### src/sv/amcf_pkg.sv
// Shared types and constants for the audio module command framer.
// Holds the sequencer state type, frame byte values and frame byte positions.
// No dependencies.
`default_nettype none

package amcf_pkg;

    typedef enum logic [2:0] {
        S_IDLE,
        S_TRY,
        S_LOAD,
        S_SEND,
        S_REJECT
    } t_state;

    localparam logic [7:0] FRM_START    = 8'h7E;
    localparam logic [7:0] FRM_VERSION  = 8'hFF;
    localparam logic [7:0] FRM_LENGTH   = 8'h06;
    localparam logic [7:0] FRM_FEEDBACK = 8'h01;
    localparam logic [7:0] FRM_END      = 8'hEF;

    localparam logic [7:0]  CODE_VOLUME = 8'h06;
    localparam logic [15:0] VOLUME_MAX  = 16'd30;

    localparam logic        KIND_FRAME  = 1'b0;
    localparam logic        KIND_REJECT = 1'b1;

    localparam logic        REQ_ENQUEUE = 1'b0;

    localparam logic [15:0] CHK_SEED = 16'h0000 - ({8'h00, FRM_VERSION}
        + {8'h00, FRM_LENGTH} + {8'h00, FRM_FEEDBACK});

    localparam logic [3:0] POS_START    = 4'd0;
    localparam logic [3:0] POS_VERSION  = 4'd1;
    localparam logic [3:0] POS_LENGTH   = 4'd2;
    localparam logic [3:0] POS_CODE     = 4'd3;
    localparam logic [3:0] POS_FEEDBACK = 4'd4;
    localparam logic [3:0] POS_PARAM_HI = 4'd5;
    localparam logic [3:0] POS_PARAM_LO = 4'd6;
    localparam logic [3:0] POS_CHK_HI   = 4'd7;
    localparam logic [3:0] POS_CHK_LO   = 4'd8;
    localparam logic [3:0] POS_END      = 4'd9;

endpackage

`default_nettype wire

### src/sv/audio_module_command_framer.sv
// Top level of the audio module command framer: command queue, frame sequencer
// and output register. Depends on amcf_pkg.
//
// The block keeps a ring queue of QUEUE_DEPTH commands (8-bit code, 16-bit
// parameter) and a transmitter-ready flag. An enqueue request is stored, with
// the set-volume parameter clamped to 30, or rejected with a single result when
// the queue is full. A transmit-done request sets the ready flag. Whenever the
// flag is set and a command waits, the oldest command leaves as a ten-byte
// frame with a 16-bit additive checksum. One request is handled at a time and
// the input is stalled meanwhile; a reject waits out any output stall. The frame
// bytes come from the byte sequencer, which puts out one byte per cycle while
// the output is not stalled and runs the checksum through a single shared
// 16-bit subtractor; the queue memory read is registered.
`default_nettype none

module audio_module_command_framer #(
    parameter int QUEUE_DEPTH = 8
) (
    input  wire logic        i_clk,
    input  wire logic        i_rst_n,
    input  wire logic        i_in_valid,
    output logic             o_in_stall,
    input  wire logic        i_req_type,
    input  wire logic [7:0]  i_command_code,
    input  wire logic [15:0] i_command_param,
    output logic             o_out_valid,
    input  wire logic        i_out_stall,
    output logic             o_result_kind,
    output logic [7:0]       o_frame_byte,
    output logic             o_last_of_run
);
    import amcf_pkg::*;

    localparam int AW = (QUEUE_DEPTH > 1) ? $clog2(QUEUE_DEPTH) : 1;
    localparam int CW = $clog2(QUEUE_DEPTH + 1);
    localparam logic [AW-1:0] LAST_IDX = AW'(QUEUE_DEPTH - 1);
    localparam logic [CW-1:0] FULL_CNT = CW'(QUEUE_DEPTH);

    logic [23:0] mem [QUEUE_DEPTH];

    t_state        r_state, n_state;
    logic [AW-1:0] r_head, n_head;
    logic [AW-1:0] r_tail, n_tail;
    logic [CW-1:0] r_count, n_count;
    logic          r_sender_ready, n_sender_ready;
    logic [3:0]    r_pos, n_pos;
    logic [15:0]   r_acc, n_acc;
    logic [23:0]   r_rd_data;
    logic          r_out_valid, n_out_valid;
    logic          r_out_kind, n_out_kind;
    logic [7:0]    r_out_byte, n_out_byte;
    logic          r_out_last, n_out_last;

    logic          in_accept;
    logic          slot_free;
    logic          wr_en;
    logic          rd_en;
    logic [15:0]   param_clamped;
    logic [7:0]    cur_byte;
    logic [7:0]    sub_byte;

    assign in_accept = i_in_valid && (r_state == S_IDLE);
    assign slot_free = !r_out_valid || !i_out_stall;
    assign param_clamped = (i_command_code == CODE_VOLUME && i_command_param > VOLUME_MAX)
                           ? VOLUME_MAX : i_command_param;

    always_ff @(posedge i_clk) begin
        if (wr_en) begin
            mem[r_tail] <= {i_command_code, param_clamped};
        end
        if (rd_en) begin
            r_rd_data <= mem[r_head];
        end
    end

    always_comb begin
        case (r_pos)
            POS_START:    cur_byte = FRM_START;
            POS_VERSION:  cur_byte = FRM_VERSION;
            POS_LENGTH:   cur_byte = FRM_LENGTH;
            POS_CODE:     cur_byte = r_rd_data[23:16];
            POS_FEEDBACK: cur_byte = FRM_FEEDBACK;
            POS_PARAM_HI: cur_byte = r_rd_data[15:8];
            POS_PARAM_LO: cur_byte = r_rd_data[7:0];
            POS_CHK_HI:   cur_byte = r_acc[15:8];
            POS_CHK_LO:   cur_byte = r_acc[7:0];
            POS_END:      cur_byte = FRM_END;
            default:      cur_byte = FRM_END;
        endcase
        sub_byte = (r_pos inside {POS_CODE, POS_PARAM_HI, POS_PARAM_LO})
                   ? cur_byte : 8'h00;
    end

    always_comb begin
        n_state        = r_state;
        n_head         = r_head;
        n_tail         = r_tail;
        n_count        = r_count;
        n_sender_ready = r_sender_ready;
        n_pos          = r_pos;
        n_acc          = r_acc;
        n_out_valid    = r_out_valid && i_out_stall;
        n_out_kind     = r_out_kind;
        n_out_byte     = r_out_byte;
        n_out_last     = r_out_last;
        wr_en          = 1'b0;
        rd_en          = 1'b0;
        case (r_state)
            S_IDLE: begin
                if (in_accept) begin
                    if (i_req_type == REQ_ENQUEUE) begin
                        if (r_count == FULL_CNT) begin
                            n_state = S_REJECT;
                        end else begin
                            wr_en   = 1'b1;
                            n_tail  = (r_tail == LAST_IDX) ? '0 : r_tail + AW'(1);
                            n_count = r_count + CW'(1);
                            n_state = S_TRY;
                        end
                    end else begin
                        n_sender_ready = 1'b1;
                        n_state        = S_TRY;
                    end
                end
            end
            S_TRY: begin
                if (r_sender_ready && r_count != '0) begin
                    rd_en          = 1'b1;
                    n_head         = (r_head == LAST_IDX) ? '0 : r_head + AW'(1);
                    n_count        = r_count - CW'(1);
                    n_sender_ready = 1'b0;
                    n_state        = S_LOAD;
                end else begin
                    n_state = S_IDLE;
                end
            end
            S_LOAD: begin
                n_acc   = CHK_SEED;
                n_pos   = POS_START;
                n_state = S_SEND;
            end
            S_SEND: begin
                if (slot_free) begin
                    n_out_valid = 1'b1;
                    n_out_kind  = KIND_FRAME;
                    n_out_byte  = cur_byte;
                    n_out_last  = (r_pos == POS_END);
                    n_acc       = r_acc - {8'h00, sub_byte};
                    n_pos       = r_pos + 4'd1;
                    if (r_pos == POS_END) begin
                        n_state = S_IDLE;
                    end
                end
            end
            S_REJECT: begin
                if (slot_free) begin
                    n_out_valid = 1'b1;
                    n_out_kind  = KIND_REJECT;
                    n_out_byte  = 8'h00;
                    n_out_last  = 1'b1;
                    n_state     = S_IDLE;
                end
            end
            default: begin
                n_state = S_IDLE;
            end
        endcase
    end

    always_ff @(posedge i_clk) begin
        if (!i_rst_n) begin
            r_state        <= S_IDLE;
            r_head         <= '0;
            r_tail         <= '0;
            r_count        <= '0;
            r_sender_ready <= 1'b1;
            r_out_valid    <= 1'b0;
        end else begin
            r_state        <= n_state;
            r_head         <= n_head;
            r_tail         <= n_tail;
            r_count        <= n_count;
            r_sender_ready <= n_sender_ready;
            r_out_valid    <= n_out_valid;
        end
    end

    always_ff @(posedge i_clk) begin
        r_pos      <= n_pos;
        r_acc      <= n_acc;
        r_out_kind <= n_out_kind;
        r_out_byte <= n_out_byte;
        r_out_last <= n_out_last;
    end

    assign o_in_stall    = (r_state != S_IDLE);
    assign o_out_valid   = r_out_valid;
    assign o_result_kind = r_out_kind;
    assign o_frame_byte  = r_out_byte;
    assign o_last_of_run = r_out_last;

    a_count_bound: assert property (@(posedge i_clk) disable iff (!i_rst_n)
        r_count <= FULL_CNT)
        else $error("queue count exceeds depth");

    a_load_clears_ready: assert property (@(posedge i_clk) disable iff (!i_rst_n)
        (r_state == S_LOAD) |-> !r_sender_ready)
        else $error("frame started while sender still marked ready");

    a_reject_shape: assert property (@(posedge i_clk) disable iff (!i_rst_n)
        (r_out_valid && r_out_kind == KIND_REJECT) |-> (r_out_last && r_out_byte == 8'h00))
        else $error("malformed reject result");

    a_reject_needs_full: assert property (@(posedge i_clk) disable iff (!i_rst_n)
        (r_state == S_REJECT && $past(r_state) == S_IDLE) |-> (r_count == FULL_CNT))
        else $error("reject issued while queue not full");

endmodule

`default_nettype wire

### config.mk
export PLATFORM = sky130hd
export DESIGN_NAME = audio_module_command_framer
export DESIGN_NICKNAME = d
export VERILOG_FILES = /design/src/sv/amcf_pkg.sv /design/src/sv/audio_module_command_framer.sv
export SDC_FILE = /design/constraint.sdc
export NUM_CORES = 1
export LEC_CHECK = 0
export ABC_AREA = 1
export BUFFER_PORTS_ARGS = -buffer_cell sky130_fd_sc_hd__buf_2
export CAP_MARGIN = 30
export CORE_MARGIN = 2
export CORE_UTILIZATION = 35
export DETAILED_ROUTE_END_ITERATION = 10
export PLACE_DENSITY_LB_ADDON = 0.2
export SYNTH_ARGS = -nofsm -noshare
export SYNTH_HDL_FRONTEND = slang
export SYNTH_SLANG_ARGS = --single-unit
### constraint.sdc
create_clock -name i_clk -period 3.34 [get_ports i_clk]
set_input_delay 0.501 -clock i_clk [delete_from_list [all_inputs] [get_ports i_clk]]
set_output_delay 0.501 -clock i_clk [all_outputs]
set_load 0.03 [all_outputs]
==> results.toml, run 1 <==
[synth]
yosys-top-cells-area = "edfxtp_1 (64%), nand2_1 (7.1%), nor2_1 (5.9%)"
ys.flop_type = "edfxtp_1"
synth_cell_types = 37
synth_top_cells_by_count = "edfxtp_1 (246), nand2_1 (218), nor2_1 (181)"
netlist.area_leader.share_pct = 64.1
synth_most_common_cell = "edfxtp_1"
yosysWarnings = 0
yosysTopAreaCell = "edfxtp_1"
ys_ff_latch = 261
synth_nets = 1134
seq_area_frac_synth_pct = 66.7
synthesis.area_mm2 = 0.0115
syn_avg_cell_area_um2 = 10.6
syn_inst = 1085
synthArstFlopShare_pct = 0
synth_edf_count = 246

[final_layout]
instances_no_fill = 1600
drive_above_1_share_pct = 11.8
design_area_mm2 = 0.0133
nets = 1187
area_delta_synth_final_pct = 15.2
num_antenna_cells = 0
fillers = 3119

[critical_path]
critPathKind = "register to register"
critPathLaunchType = "register"
cp_max_fo = 6
critical_path_required_ps = 3660
arrival_ps = 3290
end_kind = "register"

[floorplanning]
initial_utilization_pct = 35.5
ios = 41
fp-row-count = 66
core_mm2 = 0.0325
die_area_mm2 = 0.0344
die_w_um = 185
die_y_um = 185

[timing]
final_hold_viol_count = 0
hold_ws_ps = 226
skew_ps = 16.6
clock.fmax_mhz = 336
setup_viol = 0
period_minus_slack_ps = 2970
fin_tns_setup_ps = 0
worstMarginPinSlew_ps = 900
grt_setup_unrepaired = "false"
maxSlewHeadroom_pct = 39.9
min_period_over_period_pct = 89.0
slew_viol_final = 0

[routing]
wl_per_cell_um = 16.8
routed-wl-met3_mm = 1.28
ant_nets = 0
route.detailed.drc = 0
wl_mm = 26.9
drt_iter0_markers = 526
vias = 7666
drt-pass1-iter-count = 5
m1WireLength_mm = 12.3
wl_met2_mm = 12.7
via_per_inst = 4.79
top_layer = "met4"

[grt]
gr-usage-all-layers_pct = 16.0
grt_pass1_wl_mm = 41.9
antenna_found_initial = 0
overflow = 0
grt_pass1_vias = 7327
grt_max_degree = 99

[placed_design]
dpl_cell_area_mm2 = 0.0123
dp.cells = 1549
hpwl_mm = 15.9
portBuffers = 40
gp_congestion = 0.810

[clock_network]
cts_tree = "built"
htreeDepth = 1
cts_hold_buf = 0
path_clk_slew_ps = 60
cts.sinks = 261
cts-buffers-inserted = 29
root_buffer = "clkbuf_16"
cts.path.max_buffers = 3
insertion_delay_ps = 570

[power_and_ir_drop]
power_per_cell_area_mw_per_mm2 = 777
irDropWorstVdd_v = 0.000396
p_leak_nw = 4.91
finalPower_mw = 10.3

[run_status]
status = "complete, no violations"

[run]
drv_cap = 0

[hold_path]
hold_path.class = "primary input to register"
timing repair:
item / CTS / global route
endpoints found under the setup margin: 0 / 4
setup buffers: 0 / 0
resized for setup: 0 / 1
layer usage:
layer / global-route usage, % / vias up
met2: 27.0 / 180
met3: 2.38 / 47
met1: 21.5 / 3609
li1: - / 3830
met4: 4.29 / 0
met5: 0 / -
cell usage in the layout, fill, tap and decap left out, types with 4 or more instances in the layout:
| master | count |
|---|---|
| ha_1 | 18 |
| dfxtp_1 | 13 |
| nand2_2 | 4 |
| nor2_4 | 6 |
| inv_2 | 8 |
| clkinv_1 | 4 |
| buf_4 | 17 |
| buf_2 | 40 |
| nand4_1 | 6 |
| nor3_2 | 7 |
| nor2_2 | 5 |
| nand3_1 | 34 |
| inv_1 | 81 |
| edfxtp_1 | 246 |
| a31oi_1 | 24 |
| clkinv_2 | 4 |
| nand2_1 | 218 |
| a21oi_1 | 51 |
| nor2_1 | 179 |
| clkbuf_1 | 8 |
| buf_12 | 4 |
| o21ai_1 | 4 |
| clkbuf_16 | 29 |
| nor3_1 | 7 |
| bufinv_16 | 4 |
| o21ai_0 | 109 |
through the flow:
| stage | setup slack, ps | util (%) |
|---|---|---|
| final | 367 | 40.9 |
| after global routing | 46.1 | 40.9 |
| after CTS | 330 | 40.9 |
| after detailed placement | 344 | 38.0 |
| after global placement | 435 | 38.0 |
| after floorplan | 173 | - |
registers in the layout, summed over array words and instances, names as in the netlist:
name,flops
r_count,4
o_last_of_run,1
r_tail,3
r_sender_ready,1
r_pos,4
r_rd_data,24
r_acc,16
o_out_valid,1
o_frame_byte,8
mem,192
r_state,3
o_result_kind,1
r_head,3
cells by family after synthesis:
kind of cell,count (synthesis),synth area share (%)
adder cells (fa/ha/maj),20,2.30
buffers and inverters,128,4.56
AND/OR/NAND/NOR,475,17.1
XOR/XNOR,4,0.304
AO/OA/AOI/OAI,197,9.00
flip-flops,261,66.7
report_power, final:
| part | internal, mW | switching (mW) |
|---|---|---|
| Sequential | 4.06 | 0.189 |
| Combinational | 0.864 | 2.03 |
| Clock | 1.90 | 1.27 |
| Total | 6.83 | 3.49 |
final cells by class:
cell class                      instances  area [um2]  share of cell area (%)
Clock inverter                         14         184                    1.39
Timing Repair Buffer                   61         408                    3.07
Multi-Input combinational cell        696        3350                    25.2
Sequential cell                       261        7690                    57.9
Clock buffer                           37         756                    5.69
Inverter                               89         334                    2.52
Tap cell                              442         553                    4.17
final timing paths:
kind / start / endpoint / slack (ps) / depth (start not counted)
max: r_pos[0] / r_acc[8] / 370 / 17
min reg2reg: r_count[3] / r_count[3] / 500 / 2
min: i_command_code[3] / mem[0][19] / 230 / 1
max reg2reg: r_pos[0] / r_acc[8] / 370 / 17
critical path: stages, from the launching register on:
cell and delay (ps):
edfxtp_1 450, inv_1 110, ha_1 250, nor2_1 60, nand2_1 70, nand2_1 50
inv_1 150, nand3_1 110, nor3_2 210, nor2_1 60, ha_1 210, fa_1 390
inv_1 100, nand3_1 90, nand3_1 130, nand2_1 80, a21oi_1 140, nor2_1 60
(Power assumes the default switching activity.)
==> run 2, diff against run 1 <==
--- a/config.mk
+++ b/config.mk
@@ -8,6 +8,8 @@
 export ABC_AREA = 1
 export BUFFER_PORTS_ARGS = -buffer_cell sky130_fd_sc_hd__buf_2
 export CAP_MARGIN = 30
+export CELL_PAD_IN_SITES_DETAIL_PLACEMENT = 0
+export CELL_PAD_IN_SITES_GLOBAL_PLACEMENT = 2
 export CORE_MARGIN = 2
 export CORE_UTILIZATION = 35
 export DETAILED_ROUTE_END_ITERATION = 10
==> run 2 against run 1 <==
Compared with the run above:
- combinational power fell by 1%
- clock power fell by 1%
- power fell by 0.77%
- count of clock-buffer cells in the layout fell by 6
- critical endpoint is now r_acc[12]
- critical path depth did not move
- register-to-register slack got worse by 30 ps
- die area did not move
==> results.toml, run 2 (synthesized netlist as in run 1, its figures left out) <==
[critical_path]
r2r-end = "r_acc[12]"
critPathCapture = "r_acc[12]"
arrival_ps = 3300
ff2ff_setup_slack_ps = 340
r2r_cells = 17
critical_path_required_ps = 3640
startpoint = "r_pos[1]"
critPathLaunchType = "register"
slowest_delay_ps = 440
path_common_cell = "nand3_1"
slowest_stage = "edfxtp_1"
critPathKind = "register to register"
path_cells = "inv_1, ha_1, nor2_1, nand2_1, nand2_1, inv_1, nand3_1, nor3_2, nor2_1, ha_1, fa_1, inv_1, nand3_1, nand3_1, nand3_1, nand3_1, nand3_1"
end_kind = "register"
rr_startpoint = "r_pos[1]"
cp_max_fo = 6

[final_layout]
top_register = "mem"
instances_no_fill = 1603
final_core_util_pct = 40.7
top_regs = "mem (192), r_rd_data (24), r_acc (16)"
layout_commonest_cell = "edfxtp_1"
final_cell_mix = "edfxtp_1 (246), nand2_1 (218), nor2_1 (179)"
nets = 1187
num_antenna_cells = 0
drive_above_1_share_pct = 12.0
area_delta_synth_final_pct = 14.8
largest_reg_flops = 192

[grt]
grt_pass1_vias = 7322
overflow = 0
gr-usage-all-layers_pct = 17.1
antenna_found_initial = 0
grt_pass1_wl_mm = 43.9
grt_max_degree = 50

[clock_network]
htreeDepth = 1
cts_hold_buf = 0
cts_tree = "built"
cts.sinks = 261
post_cts_resized = 0
cts_setup_buffers = 0
cts-buffers-inserted = 29
cts.path.max_buffers = 3
insertion_delay_ps = 560
root_buffer = "clkbuf_16"
path_clk_slew_ps = 60

[floorplanning]
fp-row-count = 66
die_w_um = 185
die_y_um = 185
die_area_mm2 = 0.0344
core_mm2 = 0.0325
initial_utilization_pct = 35.5
ios = 41

[timing]
min_period_over_period_pct = 89.8
clock.fmax_mhz = 333
skew_ps = 17.6
worstMarginPinSlew_ps = 948
final_hold_viol_count = 0
period_minus_slack_ps = 3000
setup_ws_ps = 340
maxSlewHeadroom_pct = 36.7
setup_viol = 0
slew_viol_final = 0
grt_setup_unrepaired = "false"
fin_tns_setup_ps = 0

[placed_design]
portBuffers = 40
pre_cts_ws_ps = 263
dp.cells = 1549
gp_congestion = 0.781
hpwl_mm = 16.8

[run_status]
status = "complete, no violations"

[routing]
drt_iter0_markers = 430
wl_mm = 28.6
ant_nets = 0
route.detailed.drc = 0
vias = 7660
via_per_inst = 4.78
wl_per_cell_um = 17.9
drt-pass1-iter-count = 5

[hold_path]
hold_path.class = "primary input to register"

[power_and_ir_drop]
p_leak_nw = 4.88
finalPower_mw = 10.2
irDropWorstVdd_v = 0.000424
power_per_cell_area_mw_per_mm2 = 774

[run]
drv_cap = 0
## run 2: layout make-up
type | instances | area [um2]
clock buffer | 31 | 733
clock inverter | 23 | 199
fill | 3150 | 19200
inverter | 89 | 334
multi-input combinational | 696 | 3350
sequential | 261 | 7690
tap | 442 | 553
timing repair buffer | 61 | 358
## run 2: stage by stage
step                area (um2)  hold WS, ps
detailed placement       12300          496
global route             13200          223
global placement         12300          492
finish                   13200          228
CTS                      13200          209
floorplan                11500          470
## run 2: critical path: cells and delay by family (launching register included)
family	cells	cell delay [ps]
buf+inv	3	370
simple gates	11	1090
fa+ha+maj	3	850
flops	1	440
## run 2: worst min-delay path by stage
stage                      start          to  slack, ps  cells past startpoint
2_1_floorplan         r_count[3]  r_count[3]        470                      2
3_3_place_gp          r_count[0]  r_count[0]        490                      2
3_5_place_dp          r_count[3]  r_count[3]        500                      2
4_1_cts        i_command_code[0]  mem[5][16]        210                      1
5_1_grt        i_command_code[4]  mem[5][20]        220                      1
6_report       i_command_code[0]  mem[5][16]        230                      1
## run 2: report_power, final
part	internal, mW	switching [mW]
clock network	1.82	1.32
registers	4.06	0.190
logic	0.817	2.04
## run 2: per-layer routing
metal | routed length (um) | global-route usage [%]
met5 | 0 | 0
met4 | 530 | 3.62
met3 | 1020 | 2.32
met2 | 14000 | 29.4
met1 | 13100 | 23.0
